$ cat src/hdl/psa_pkg.sv
`timescale 1ns / 1ps
`default_nettype none
package psa_pkg;
  localparam int unsigned NumColorsDef = 16;
  localparam int unsigned CellSizeDef = 4;
  localparam int unsigned SharedEndDef = 255;
  localparam int unsigned StampBitsDef = 24;
  localparam int unsigned RgbW = 18;

  typedef struct packed {
    logic        req_type;
    logic [3:0]  color_index;
    logic [7:0]  red_in;
    logic [7:0]  green_in;
    logic [7:0]  blue_in;
    logic [23:0] current_frame;
  } req_t;

  typedef struct packed {
    logic [3:0]  logical_color;
    logic [7:0]  slot;
    logic        slot_written;
    logic [5:0]  slot_red;
    logic [5:0]  slot_green;
    logic [5:0]  slot_blue;
    logic [15:0] pending_mask;
    logic        video_changed;
    logic        last;
  } rsp_t;

  typedef enum logic [3:0] {
    ST_CLEAR, ST_IDLE, ST_NEXT, ST_MATCH, ST_AGE, ST_UNLOCK, ST_LOCK,
    ST_READ, ST_EMIT, ST_WAIT
  } state_e;

  // controller -> datapath
  typedef struct packed {
    logic load;      // capture request
    logic clr_step;  // clear one slot
    logic pick;      // choose next color
    logic scan_rst;  // restart scan at private cell
    logic scan_adv;  // step scan
    logic to_age;    // restart scan of current cell for age pass
    logic take;      // slot found: keep its stamp, read old held stamp
    logic commit_w;  // write rgb+stamp at scan slot
    logic unlock;    // clear lock of old held slot
    logic lock;      // set lock on new slot, update held
    logic fail;      // color not placed
    logic rd_rgb;    // read rgb for result
    logic emit;      // form result
  } cmd_t;

  // datapath -> controller
  typedef struct packed {
    logic clr_done;
    logic have_color; // a color to handle
    logic hit;        // scan condition true at current slot
    logic scan_end;   // current slot is last of the current cell
    logic more_cell;  // shared cell still to scan
    logic last;
  } sts_t;
endpackage
`default_nettype wire

$ cat src/hdl/psa_ctrl.sv
`timescale 1ns / 1ps
`default_nettype none
module psa_ctrl (
  input  wire            clk_i,
  input  wire            rst_ni,
  input  wire            in_valid_i,
  output logic           in_ready_o,
  output logic           out_valid_o,
  input  wire            out_ready_i,
  output psa_pkg::cmd_t  cmd_o,
  input  psa_pkg::sts_t  sts_i
);
  import psa_pkg::*;
  state_e state_q, state_d;
  logic   wait_q, wait_d;

  always_ff @(posedge clk_i or negedge rst_ni) begin
    if (!rst_ni) begin
      state_q <= ST_CLEAR;
      wait_q  <= 1'b0;
    end else begin
      state_q <= state_d;
      wait_q  <= wait_d;
    end
  end

  // Scan timing: RAM reads are registered, so each slot has an address cycle
  // and then a compare cycle; wait_q marks the compare cycle.
  // Order per color: private match, private age, shared match, shared age.
  always_comb begin
    state_d     = state_q;
    wait_d      = 1'b0;
    cmd_o       = '0;
    in_ready_o  = 1'b0;
    out_valid_o = 1'b0;
    case (state_q)
      ST_CLEAR: begin
        cmd_o.clr_step = 1'b1;
        if (sts_i.clr_done) state_d = ST_IDLE;
      end
      ST_IDLE: begin
        in_ready_o = 1'b1;
        if (in_valid_i) begin
          cmd_o.load = 1'b1;
          state_d = ST_NEXT;
        end
      end
      ST_NEXT: begin
        cmd_o.pick = 1'b1;
        cmd_o.scan_rst = 1'b1;
        if (sts_i.have_color) state_d = ST_MATCH;
        else state_d = ST_READ;
      end
      ST_MATCH, ST_AGE: begin
        if (!wait_q) begin
          wait_d = 1'b1;
        end else if (sts_i.hit) begin
          cmd_o.take = 1'b1;
          if (state_q == ST_AGE) cmd_o.commit_w = 1'b1;
          state_d = ST_UNLOCK;
        end else if (sts_i.scan_end) begin
          if (state_q == ST_MATCH) begin
            cmd_o.to_age = 1'b1;
            state_d = ST_AGE;
          end else if (sts_i.more_cell) begin
            cmd_o.scan_adv = 1'b1;
            state_d = ST_MATCH;
          end else begin
            cmd_o.fail = 1'b1;
            state_d = ST_READ;
          end
        end else begin
          cmd_o.scan_adv = 1'b1;
        end
      end
      ST_UNLOCK: begin
        cmd_o.unlock = 1'b1;
        state_d = ST_LOCK;
      end
      ST_LOCK: begin
        cmd_o.lock = 1'b1;
        state_d = ST_READ;
      end
      ST_READ: begin
        cmd_o.rd_rgb = 1'b1;
        state_d = ST_EMIT;
      end
      ST_EMIT: begin
        cmd_o.emit = 1'b1;
        state_d = ST_WAIT;
      end
      ST_WAIT: begin
        out_valid_o = 1'b1;
        if (out_ready_i) state_d = sts_i.last ? ST_IDLE : ST_NEXT;
      end
      default: state_d = ST_IDLE;
    endcase
  end
endmodule
`default_nettype wire

$ cat config.mk
export PLATFORM = sky130hd
export DESIGN_NAME = psa_ctrl
export DESIGN_NICKNAME = d
export VERILOG_FILES = /design/src/hdl/psa_pkg.sv /design/src/hdl/psa_ctrl.sv
export SDC_FILE = /design/constraint.sdc
export NUM_CORES = 1
export LEC_CHECK = 0
export BUFFER_PORTS_ARGS = -buffer_cell sky130_fd_sc_hd__buf_2
export CAP_MARGIN = 20
export CORE_AREA = 2 2 39 41
export CTS_CLUSTER_DIAMETER = 30
export DETAILED_ROUTE_END_ITERATION = 10
export DIE_AREA = 0 0 41 43
export PLACE_DENSITY = 0.73
export SKIP_LAST_GASP = 1
export SLEW_MARGIN = 40
export SYNTH_ARGS = -nofsm -noshare
export SYNTH_HDL_FRONTEND = slang
export SYNTH_SLANG_ARGS = --single-unit
$ cat constraint.sdc
create_clock -name clk_i -period 2.8 [get_ports clk_i]
set_clock_uncertainty 0.15 [all_clocks]
set_input_delay 0.56 -clock clk_i [delete_from_list [all_inputs] [get_ports clk_i]]
set_output_delay 0.56 -clock clk_i [all_outputs]
set_load 0.05 [all_outputs]
==> metrics.md, run 1 <==
| Metric | Value |
|---|---|
| Status | `finished clean` |
| DRC viols | `0` |
| Nets | `104` |
| Aggregate routed wire length | `1370 µm` |
| Number of synthesized flops with an enable pin | `0` |
| Setup violations, final | `0` |
| Maxcap violations | `0` |
| Final number of max-transition violations | `0` |
| Area of the mapped netlist | `498.0 µm²` |
| Pwr Total | `0.9211 mW` |
| Die Y | `43 µm` |
| Core Area | `1384 µm²` |
| Commonest non-fill, non-tap cell in the layout | `buf_2` |
| Worst setup EP type | `output port` |
| Global Route Usage Sum | `0.1948` |
| Comb pwr share | `0.770` |
| Clk Latency, worst-skew pair | `0.25 ns` |
| Layout area overhead | `40.20%` |
| Worst EP arrival | `1.88 ns` |
| Distinct cells, synth | `32` |
| Clock root buffer | `clkbuf_4` |
| Min cycle time layout | `2.587 ns` |
| First-pass GRT wire length | `2270 µm` |
| CP top delay family | `simple AND/OR/NAND/NOR gates` |
| Final Hold Fails | `0` |
| Period utilisation layout | `0.9238` |
| Syn_nets | `75` |
| Wire per inst | `12.57 µm` |
| Initial antenna violation count | `0` |
| Clock Tree Buf Depth | `2` |
| Worst-margin pin slew | `0.2572 ns` |
| Core Rows | `14` |
| Width of the die | `41 µm` |
| Fmax | `386.6 MHz` |
| Worst path required time | `2.09 ns` |
| Largest net degree at the start of global routing | `15` |
| Vias after detailed routing | `584` |
| Crit Path Category | `register to output port` |
| Commonest non-fill, non-tap cells in the layout | `buf_2, nor2_1, nand2_1` |
| Synthesis-stage register bit count | `5` |
| GPL Wtd Cong | `0.7705` |
| Ant diodes | `0` |
| DR iter-0 viols | `11` |
| Cell count after synthesis | `65` |
| Pleak | `0.3692 nW` |
| H-tree levels | `1` |
| Unrepaired setup endpoints after global routing | `false` |
| Clk slew on worst S/H paths | `0.04 ns` |
| Worst ir drop on vdd | `0.6861 mV` |
| HP Class | `register to register` |
| Vias in the first global route | `531` |
| CTS tree | `yes` |
| Max-Slew Margin vs Limit | `0.8267` |
| Die ar. | `1763 µm²` |
| Register area share after synthesis | `0.2513` |
| Worst path slowest cell | `or4b_4` |
| Seq pwr share | `0.136` |
| Sw Share | `0.5478` |
| Clock share of power | `0.094` |
| Total grt overflow | `0` |
| Sinks on Clock Net | `5` |
| Final core occ | `0.5045` |
| I/O Buffers | `24` |
| PwrDens | `1319 nW/µm²` |
| Hpwl dp | `1046 µm` |
| CP max stage delay | `0.56 ns` |
| Drt pass-1 iters | `4` |
| Synth Warn # | `0` |
| Post-DR vias/cell | `5.358` |
| Synth Flop Type | `dfrtp_1` |
| CP Buf/Inv Count | `1` |
| IO Pins | `25` |
| DRT antenna net count | `0` |
| Net Switching | `0.5046 mW` |
| Cell Int Power | `0.4165 mW` |
| CP Launch Type | `register` |
| Clock buffer count from CTS | `3` |
| CP cell instances | `or4b_4, and2_4, a21oi_1, and3_1, buf_2` |
| Initial Utilization | `0.3599` |
| CP max FO | `4` |
| TNS Setup | `0 ns` |
| Syn avg cell area | `7.661 µm²` |
| Layout cells sized above 1 | `0.4516` |
| Post-synth ARST share | `1.000` |
==> state kept, by name, indices dropped and copies added (netlist names) <==
register,count
wait_q,1
state_q,4
==> power by group through the flow <==
stage | registers, mW | logic, mW | clock network [mW]
5_1_grt | 0.130 | 0.767 | 0.0948
6_report | 0.125 | 0.709 | 0.0870
4_1_cts | 0.125 | 0.712 | 0.0870
2_1_floorplan | 0.136 | 0.556 | 0
3_5_place_dp | 0.126 | 0.709 | 0
3_3_place_gp | 0.123 | 0.699 | 0
==> area by class of cell <==
cell class,count,area [µm²]
Clock buffer,4,26.28
Multi-Input combinational cell,50,347.8
Timing Repair Buffer,29,160.2
Tap cell,16,20.02
Fill cell,141,685.7
Inverter,5,18.77
Sequential cell,5,125.1
==> worst reg2reg max path: cells and delay by family, from the launching register on <==
kind            cells  cell delay, ns
flops               1            0.37
simple gates        1            0.37
mux                 1            0.31
buf+inv             1            0.19
compound gates      2            0.45
==> Yosys cell counts, types with 2 or more instances <==
cell / count / area, µm²
nor4_1: 2 / 12.51
nand3_1: 2 / 10.01
nor2_1: 9 / 33.78
clkbuf_1: 3 / 11.26
a21oi_1: 3 / 15.01
nand2b_1: 3 / 18.77
o21ai_0: 3 / 15.01
nor3_1: 3 / 15.01
dfrtp_1: 5 / 125.1
nand2_1: 6 / 22.52
inv_1: 5 / 18.77
==> metrics by stage <==
step / hold WS, ns / area (µm²) / cells / worst slack [ns]
6_report: 0.3485 / 698.2 / 109 / 0.2135
5_1_grt: 0.3688 / 698.2 / 109 / 0.1292
4_1_cts: 0.3554 / 698.2 / 109 / 0.2028
3_5_place_dp: 0.2263 / 661.9 / 104 / 0.4676
3_3_place_gp: 0.2241 / 661.9 / 104 / 0.5025
2_1_floorplan: 0.1144 / 515.5 / 65 / 0.08048
==> logic make-up after synthesis <==
kind of cell,share of synthesized area
DFF,0.2513
AOI/OAI and AO/OA,0.2136
muxes,0.05024
buffers and inverters,0.08543
and+or+nand+nor,0.3995
==> path summary, 6_finish.rpt <==
| path | end | startpoint | depth (start not counted) | slack [ns] |
|---|---|---|---|---|
| worst max register to register | state_q[0] | state_q[0] | 5 | 0.84 |
| worst min register to register | wait_q | wait_q | 1 | 0.35 |
| worst min-delay path | wait_q | wait_q | 1 | 0.35 |
| max in group asynchronous | wait_q | rst_ni | 2 | 1.84 |
| min in group asynchronous | state_q[2] | rst_ni | 2 | 0.53 |
| worst max-delay path | cmd_o[8] | state_q[0] | 5 | 0.21 |
==> routing by layer <==
layer,vias up,wire length [µm],global-route usage
met2,29,685,0.3250
met3,3,121,0.06283
met4,0,14,0.08000
met1,263,549,0.2124
met5,-,0,0
li1,289,-,-
==> timing repair <==
action / 4_1_cts / 5_1_grt
endpoints found under the hold margin: 5 / 0
resized for setup: 0 / 0
hold buffers: 1 / 0
setup buffers: 0 / 0
Note: power is estimated with default switching activity, not from simulation.
==> run 2, diff against run 1 <==
--- a/config.mk
+++ b/config.mk
@@ -7,9 +7,10 @@
 export LEC_CHECK = 0
+export ABC_AREA = 1
 export BUFFER_PORTS_ARGS = -buffer_cell sky130_fd_sc_hd__buf_2
 export CAP_MARGIN = 20
-export CORE_AREA = 2 2 39 41
+export CORE_MARGIN = 2
+export CORE_UTILIZATION = 40
 export CTS_CLUSTER_DIAMETER = 30
 export DETAILED_ROUTE_END_ITERATION = 10
-export DIE_AREA = 0 0 41 43
-export PLACE_DENSITY = 0.73
+export PLACE_DENSITY = 0.75
 export SKIP_LAST_GASP = 1
==> constraint.sdc (replaced) <==
create_clock -name clk_i -period 2.8 [get_ports clk_i]
set_clock_uncertainty 0.15 [all_clocks]
set_input_delay 0.42 -clock clk_i [delete_from_list [all_inputs] [get_ports clk_i]]
set_output_delay 0.42 -clock clk_i [all_outputs]
set_load 0.05 [all_outputs]
==> metrics.md, run 2 <==
| Metric | Value |
|---|---|
| R2r setup slk | `1.35 ns (+0.51 ns)` |
| Capture point of the critical path | `cmd_o[2]` |
| Clock buffer count from CTS | `3 (unchanged)` |
| PwrDens | `1326 nW/µm² (+0.50%)` |
| Commonest non-fill, non-tap cells in the layout | `nand2_1, buf_2, nor2_1, inv_1, nand3_1` |
| Area of the multi-input gates | `342.8 µm² (-1.4%)` |
| Fill cell count | `158 (+12%)` |
| Total grt overflow | `0 (unchanged)` |
| Final Hold Fails | `0 (unchanged)` |
| Max reg flops | `4 (unchanged)` |
| Final number of max-transition violations | `0 (unchanged)` |
| Biggest regs | `state_q (4), wait_q (1)` |
| Worst Reg-to-Reg Cells | `8 (+3)` |
| Origin of the critical flop-to-flop path | `state_q[2]` |
| Largest net degree at the start of global routing | `7 (-8)` |
| Clk Latency, worst-skew pair | `0.24 ns (about the same)` |
| DRT antenna net count | `0 (unchanged)` |
| Post-synth ARST share | `1.000 (unchanged)` |
| Aggregate routed wire length | `1292 µm (-5.7%)` |
| CP Launch Type | `register` |
| CP cell instances | `nor2_2, nand4_1, nor4_1, buf_2` |
| Width of the die | `40.85 µm (-0.38%)` |
| Synth cell count leaders | `nand2_1, inv_1, nor2_1` |
| Unrepaired setup endpoints after global routing | `false` |
| Commonest non-fill, non-tap cell in the layout | `nand2_1` |
| HP Class | `primary input to register` |
| CP Buf/Inv Count | `1 (unchanged)` |
| Global Route Usage Sum | `0.1826 (-0.01211)` |
| Register area share after synthesis | `0.2304 (-0.02084)` |
| Post-DR vias/cell | `4.623 (-14%)` |
| CP top delay family | `simple AND/OR/NAND/NOR gates` |
| Synthesis-stage register bit count | `5 (unchanged)` |
| Synth area leader | `dfrtp_1` |
| Min cycle time layout | `2.167 ns (-0.4199 ns)` |
| Setup violations, final | `0 (unchanged)` |
| Max-Slew Margin vs Limit | `0.8339 (+0.007165)` |
| Cell count after synthesis | `95 (+46%)` |
| Initial Utilization | `0.4226 (+0.06273)` |
| Sinks on Clock Net | `5 (unchanged)` |
| Top-area cell type share of the netlist area | `0.2304 (-0.02084)` |
| GPL Wtd Cong | `0.8777 (+14%)` |
| Status | `finished clean` |
| Maxcap violations | `0 (unchanged)` |
| Ant diodes | `0 (unchanged)` |
| Crit Path Category | `register to output port` |
| Top reg by flops | `state_q` |
| Vias in the first global route | `527 (-0.75%)` |
| DR iter-0 viols | `15 (+4)` |
| Number of synthesized flops with an enable pin | `0 (unchanged)` |
| CP max FO | `6 (+2)` |
| Syn avg cell area | `5.716 µm² (-25%)` |
| CTS tree | `yes` |
| Design area | `710.7 µm² (+1.8%)` |
| Wire per inst | `9.362 µm (-26%)` |
| Reg area | `125.1 µm² (unchanged)` |
| Minimum hold slack | `0.3222 ns (-0.02630 ns)` |
| Hpwl dp | `1097 µm (+4.9%)` |
| RR Endpoint | `state_q[2]` |
| Cell with the most instances after synthesis | `nand2_1` |
| Worst setup EP type | `output port` |
| Drt pass-1 iters | `4 (unchanged)` |
| Core Rows | `13 (-1)` |
| Initial antenna violation count | `0 (unchanged)` |
| Crit path depth | `4 (-1)` |
| Worst ir drop on vdd | `0.7184 mV (+4.7%)` |
| IO Pins | `25 (unchanged)` |
| Clk slew on worst S/H paths | `0.04 ns (about the same)` |
| Core Area | `1285 µm² (-7.1%)` |
| CP max stage delay | `0.43 ns (-0.13 ns)` |
| Synth Warn # | `0 (unchanged)` |
| Worst-margin pin slew | `0.2469 ns (-0.01031 ns)` |
| DP Area | `674.4 µm² (+1.9%)` |
| Worst path slowest cell | `dfrtp_1` |
| Syn_nets | `105 (+40%)` |
| Worst path required time | `2.23 ns (+0.14 ns)` |
| Layout area overhead | `30.88%` |
| Nets | `134 (+29%)` |
| Vias after detailed routing | `638 (+9.2%)` |
| Crit. Startpoint | `state_q[3]` |
| Clock root buffer | `clkbuf_4` |
| TNS Setup | `0 ns (unchanged)` |
| Synth Flop Type | `dfrtp_1` |
| Worst EP arrival | `1.60 ns (-0.28 ns)` |
| Clock Tree Buf Depth | `2 (unchanged)` |
| Die ar. | `1668 µm² (-5.4%)` |
| Synth top area cells | `dfrtp_1, nand2_1, inv_1, nor2_1, nand3_1` |
| Fmax | `461.5 MHz (+19%)` |
| H-tree levels | `1 (unchanged)` |
| DRC viols | `0 (unchanged)` |
| Area of the mapped netlist | `543.0 µm² (+9.0%)` |
| Pleak | `0.4617 nW (+25%)` |
| First-pass GRT wire length | `1973 µm (-13%)` |
| Die Y | `40.85 µm (-5.0%)` |
| I/O Buffers | `24 (unchanged)` |
| Period utilisation layout | `0.7738 (-0.1500)` |
| Distinct cells, synth | `19 (-41%)` |
| Layout cells sized above 1 | `0.3496 (-0.1020)` |
## run 2: cell types whose count changed after synthesis, sizes merged, moves of 2 or more
cell / delta
nor2: +8
nand3: +7
nand2: +28
clkbuf: -3
inv: +12
nand2b: -3
o21ai: -2
a21oi: -2
## run 2: routing by layer
layer	global-route usage	routed length, µm
met1	0.2310	595
met2	0.3008	655
met3	0.03261	40
met4	0.07500	0
met5	0	0
## run 2: timing repair
| item | in CTS | in global routing |
|---|---|---|
| hold buffers | 1 | 0 |
| buffers inserted | 0 | 0 |
| gates resized for setup | 0 | 0 |
| hold endpoints to repair | 5 | 0 |
## run 2: worst register-to-register path: cells and delay by family, from the launching register on
kind,cells,cell delay [ns]
simple gates,8,0.79
flops,1,0.42
## run 2: how the worst min path moves through the flow
| stage | to | start | cells after the start | slack [ns] |
|---|---|---|---|---|
| 2_1_floorplan | state_q[0] | rst_ni | 0 | -0.03 |
| 4_1_cts | state_q[3] | out_ready_i | 4 | 0.31 |
| 6_report | state_q[3] | out_ready_i | 4 | 0.32 |
| 3_3_place_gp | wait_q | rst_ni | 1 | 0.09 |
| 3_5_place_dp | state_q[1] | rst_ni | 1 | 0.09 |
| 5_1_grt | state_q[3] | out_ready_i | 4 | 0.37 |
## run 2: final cells by class
class | count | share of cell area
multi-input combinational | 71 | 0.4824
timing repair buffer | 25 | 0.1831
sequential | 5 | 0.1761
inverter | 18 | 0.09507
clock buffer | 4 | 0.03697
tap | 15 | 0.02641
## run 2: cells by family after synthesis
family / Yosys count / synth area share
AND/OR/NAND/NOR: 69 / 0.6060
buffers and inverters: 19 / 0.1382
flip-flops: 5 / 0.2304
AO/OA/AOI/OAI: 2 / 0.02534
## run 2: through the flow
step                      utilization  setup WS (ns)  std cells  total power, mW
after floorplan                     -        0.03140         95           0.7347
after global placement         0.5248         0.9080        133           0.8579
after detailed placement       0.5248         0.8931        133           0.8606
after CTS                      0.5531         0.6256        138           0.9522
after global routing           0.5531         0.5016        138            1.034
final                          0.5531         0.6334        138           0.9423
## run 2: where the power goes
| group | total (mW) | leakage (nW) | internal, mW | switching [mW] |
|---|---|---|---|---|
| sequential | 0.159 | 0.0633 | 0.108 | 0.0508 |
| clock | 0.0817 | 0.0150 | 0.0538 | 0.0279 |
| combinational | 0.701 | 0.383 | 0.194 | 0.508 |
| total | 0.942 | 0.462 | 0.356 | 0.587 |
==> run 3, diff against run 2 <==
PLACE_DENSITY = 0.78   (was 0.75)
clock period = 1.83 ns   (was 2.8 ns; I/O delays follow)
==> metrics.md, run 3 (synthesis gave the netlist of run 2 again) <==
| Metric | Value |
|---|---|
| Initial Utilization | `0.4226 (unchanged)` |
| I/O Buffers | `24 (unchanged)` |
| Fmax | `533.0 MHz` |
| HP Class | `primary input to register` |
| Ant diodes | `0 (unchanged)` |
| CP Buf/Inv Count | `2 (+1)` |
| Failing checks | `negative setup slack` |
| Biggest regs | `state_q (4), wait_q (1)` |
| Fill cell count | `109 (-31%)` |
| Post-DR vias/cell | `4.807 (+4.0%)` |
| Clock buffer count from CTS | `3 (unchanged)` |
| Sinks on Clock Net | `5 (unchanged)` |
| Setup violations, final | `2 (+2)` |
| Wire per inst | `12.20 µm (+30%)` |
| Max reg flops | `4 (unchanged)` |
| Vias after detailed routing | `697 (+9.2%)` |
| GR peak layer | `met2` |
| Crit Path Category | `register to output port` |
| Final core occ | `0.7050 (+0.1519)` |
| Period utilisation layout | `1.025` |
| Unrepaired setup endpoints after global routing | `true` |
| Clk slew on worst S/H paths | `0.04 ns (about the same)` |
| CP top delay family | `flip-flops` |
| Final WS setup | `-0.04617 ns (-0.6795 ns)` |
| Die ar. | `1668 µm² (unchanged)` |
| Worst ir drop on vdd | `1.074 mV (+50%)` |
| Hpwl dp | `1266 µm (+15%)` |
| PwrDens | `2020 nW/µm² (+52%)` |
| Clock root buffer | `clkbuf_4` |
| Reg area | `130.1 µm² (+4.0%)` |
| Core Rows | `13 (unchanged)` |
| Worst path required time | `1.41 ns (-0.82 ns)` |
| TNS Setup | `-0.08747 ns (-0.08747 ns)` |
| First-pass GRT wire length | `2435 µm (+23%)` |
| Clk Latency, worst-skew pair | `0.24 ns (about the same)` |
| GPL Wtd Cong | `0.8405 (-4.2%)` |
| Final number of max-transition violations | `0 (unchanged)` |
| Most common cell on crit path | `nand2_2` |
| Worst EP arrival | `1.45 ns (-0.15 ns)` |
| Width of the die | `40.85 µm (unchanged)` |
| CP max stage delay | `0.45 ns (+0.02 ns)` |
| DRC viols | `0 (unchanged)` |
| CTS tree | `yes` |
| Pwr Total | `1.830 mW (+94%)` |
| CP max FO | `5 (-1)` |
| GR Layer Usage met1 | `0.2900 (+0.05898)` |
| Final Hold Fails | `0 (unchanged)` |
| Pleak | `0.5037 nW (+9.1%)` |
| Worst setup EP type | `output port` |
| Nets | `141 (+5.2%)` |
| Global Route Usage Sum | `0.2240 (+0.04134)` |
| Maxcap violations | `0 (unchanged)` |
| Drt pass-1 iters | `4 (unchanged)` |
| R2r setup slk | `0.28 ns (-1.07 ns)` |
| Area of the multi-input gates | `407.9 µm² (+19%)` |
| Met2 Usage GRT | `0.3789 (+0.07813)` |
| H-tree levels | `1 (unchanged)` |
| Worst path slowest cell | `dfrtp_2` |
| Aggregate routed wire length | `1769 µm (+37%)` |
| Initial antenna violation count | `0 (unchanged)` |
| Layout area overhead | `66.82%` |
| Max-Slew Margin vs Limit | `0.8044 (-0.02947)` |
| Total grt overflow | `0 (unchanged)` |
| Top reg by flops | `state_q` |
| Clock Tree Buf Depth | `2 (unchanged)` |
| GR Layer Usage met3 | `0.02174 (-0.01087)` |
| DRT antenna net count | `0 (unchanged)` |
| Core Area | `1285 µm² (unchanged)` |
| CP cell instances | `nand2_2, inv_2, nand2_2, nand3_1, a21oi_2, buf_6` |
| Largest net degree at the start of global routing | `7 (unchanged)` |
| IO Pins | `25 (unchanged)` |
| Layout cells sized above 1 | `0.5077 (+0.1581)` |
| Commonest non-fill, non-tap cell in the layout | `nand2_1` |
| Die Y | `40.85 µm (unchanged)` |
| DR iter-0 viols | `25 (+10)` |
| CP Launch Type | `register` |
| Place WS | `0.04328 ns (-0.8499 ns)` |
| Status | `finished with violations` |
| Commonest non-fill, non-tap cells in the layout | `nand2_1, inv_1, nor2_1, buf_2, buf_6` |
| Vias in the first global route | `594 (+13%)` |
| Worst-margin pin slew | `0.2930 ns (+0.04617 ns)` |
| Min cycle time layout | `1.876 ns` |
## run 3: cell count changes in the layout (fill, tap and decap cells not counted), sizes merged
| cell | before | now |
|---|---|---|
| buf | 24 | 29 |
| clkbuf | 4 | 6 |
## run 3: through the flow
| stage | cells | hold slack [ns] | instance area [µm²] |
|---|---|---|---|
| floorplan | 95 | -0.1711 | 585.6 |
| global placement | 134 | -0.05834 | 724.4 |
| detailed placement | 134 | -0.05594 | 724.4 |
| CTS | 143 | 0.1749 | 833.3 |
| global route | 145 | 0.1993 | 905.9 |
| finish | 145 | 0.1851 | 905.9 |
## run 3: layout make-up
cell class,count,share of cell area
Clock buffer,4,0.02901
Inverter,18,0.07459
Multi-Input combinational cell,71,0.4503
Sequential cell,5,0.1436
Tap cell,15,0.02072
Timing Repair Buffer,32,0.2818
## run 3: path summary, 6_finish.rpt
check	startpoint	to	depth (start not counted)
worst min-delay path	out_ready_i	state_q[3]	4
max in group asynchronous	rst_ni	state_q[2]	2
worst max-delay path	state_q[1]	cmd_o[8]	6
worst min register to register	state_q[2]	state_q[2]	2
min in group asynchronous	rst_ni	wait_q	2
worst max register to register	state_q[1]	state_q[1]	9
## run 3: what timing repair did
action / in CTS / in global routing
hold buffers: 1 / 0
resized for setup: 15 / 29
pin swaps: 2 / 0
endpoints found under the setup margin: 11 / 14
endpoints found under the hold margin: 5 / 0
buffers inserted: 4 / 2
## run 3: layer usage
layer  share of wire  routed length [µm]  vias to the layer above
met5               0                   0                        -
met4               0                   0                        0
met3           0.017                  30                        0
met2            0.53                 929                       13
met1            0.46                 809                      321
li1                -                   -                      363
## run 3: where the power goes
group	total (mW)	switching (mW)	internal, mW
Sequential	0.276	0.101	0.175
Combinational	1.43	0.916	0.512
Clock	0.126	0.0437	0.0823
## run 3: worst reg2reg max path, cell delays in order (launching register included)
cell and delay, ns:
dfrtp_2 0.45, nand2_2 0.12, inv_2 0.05, nand2_2 0.12
nand2_4 0.06, buf_4 0.15, o21ai_2 0.06, nand3_1 0.12
nand2_1 0.09, nand2_1 0.05
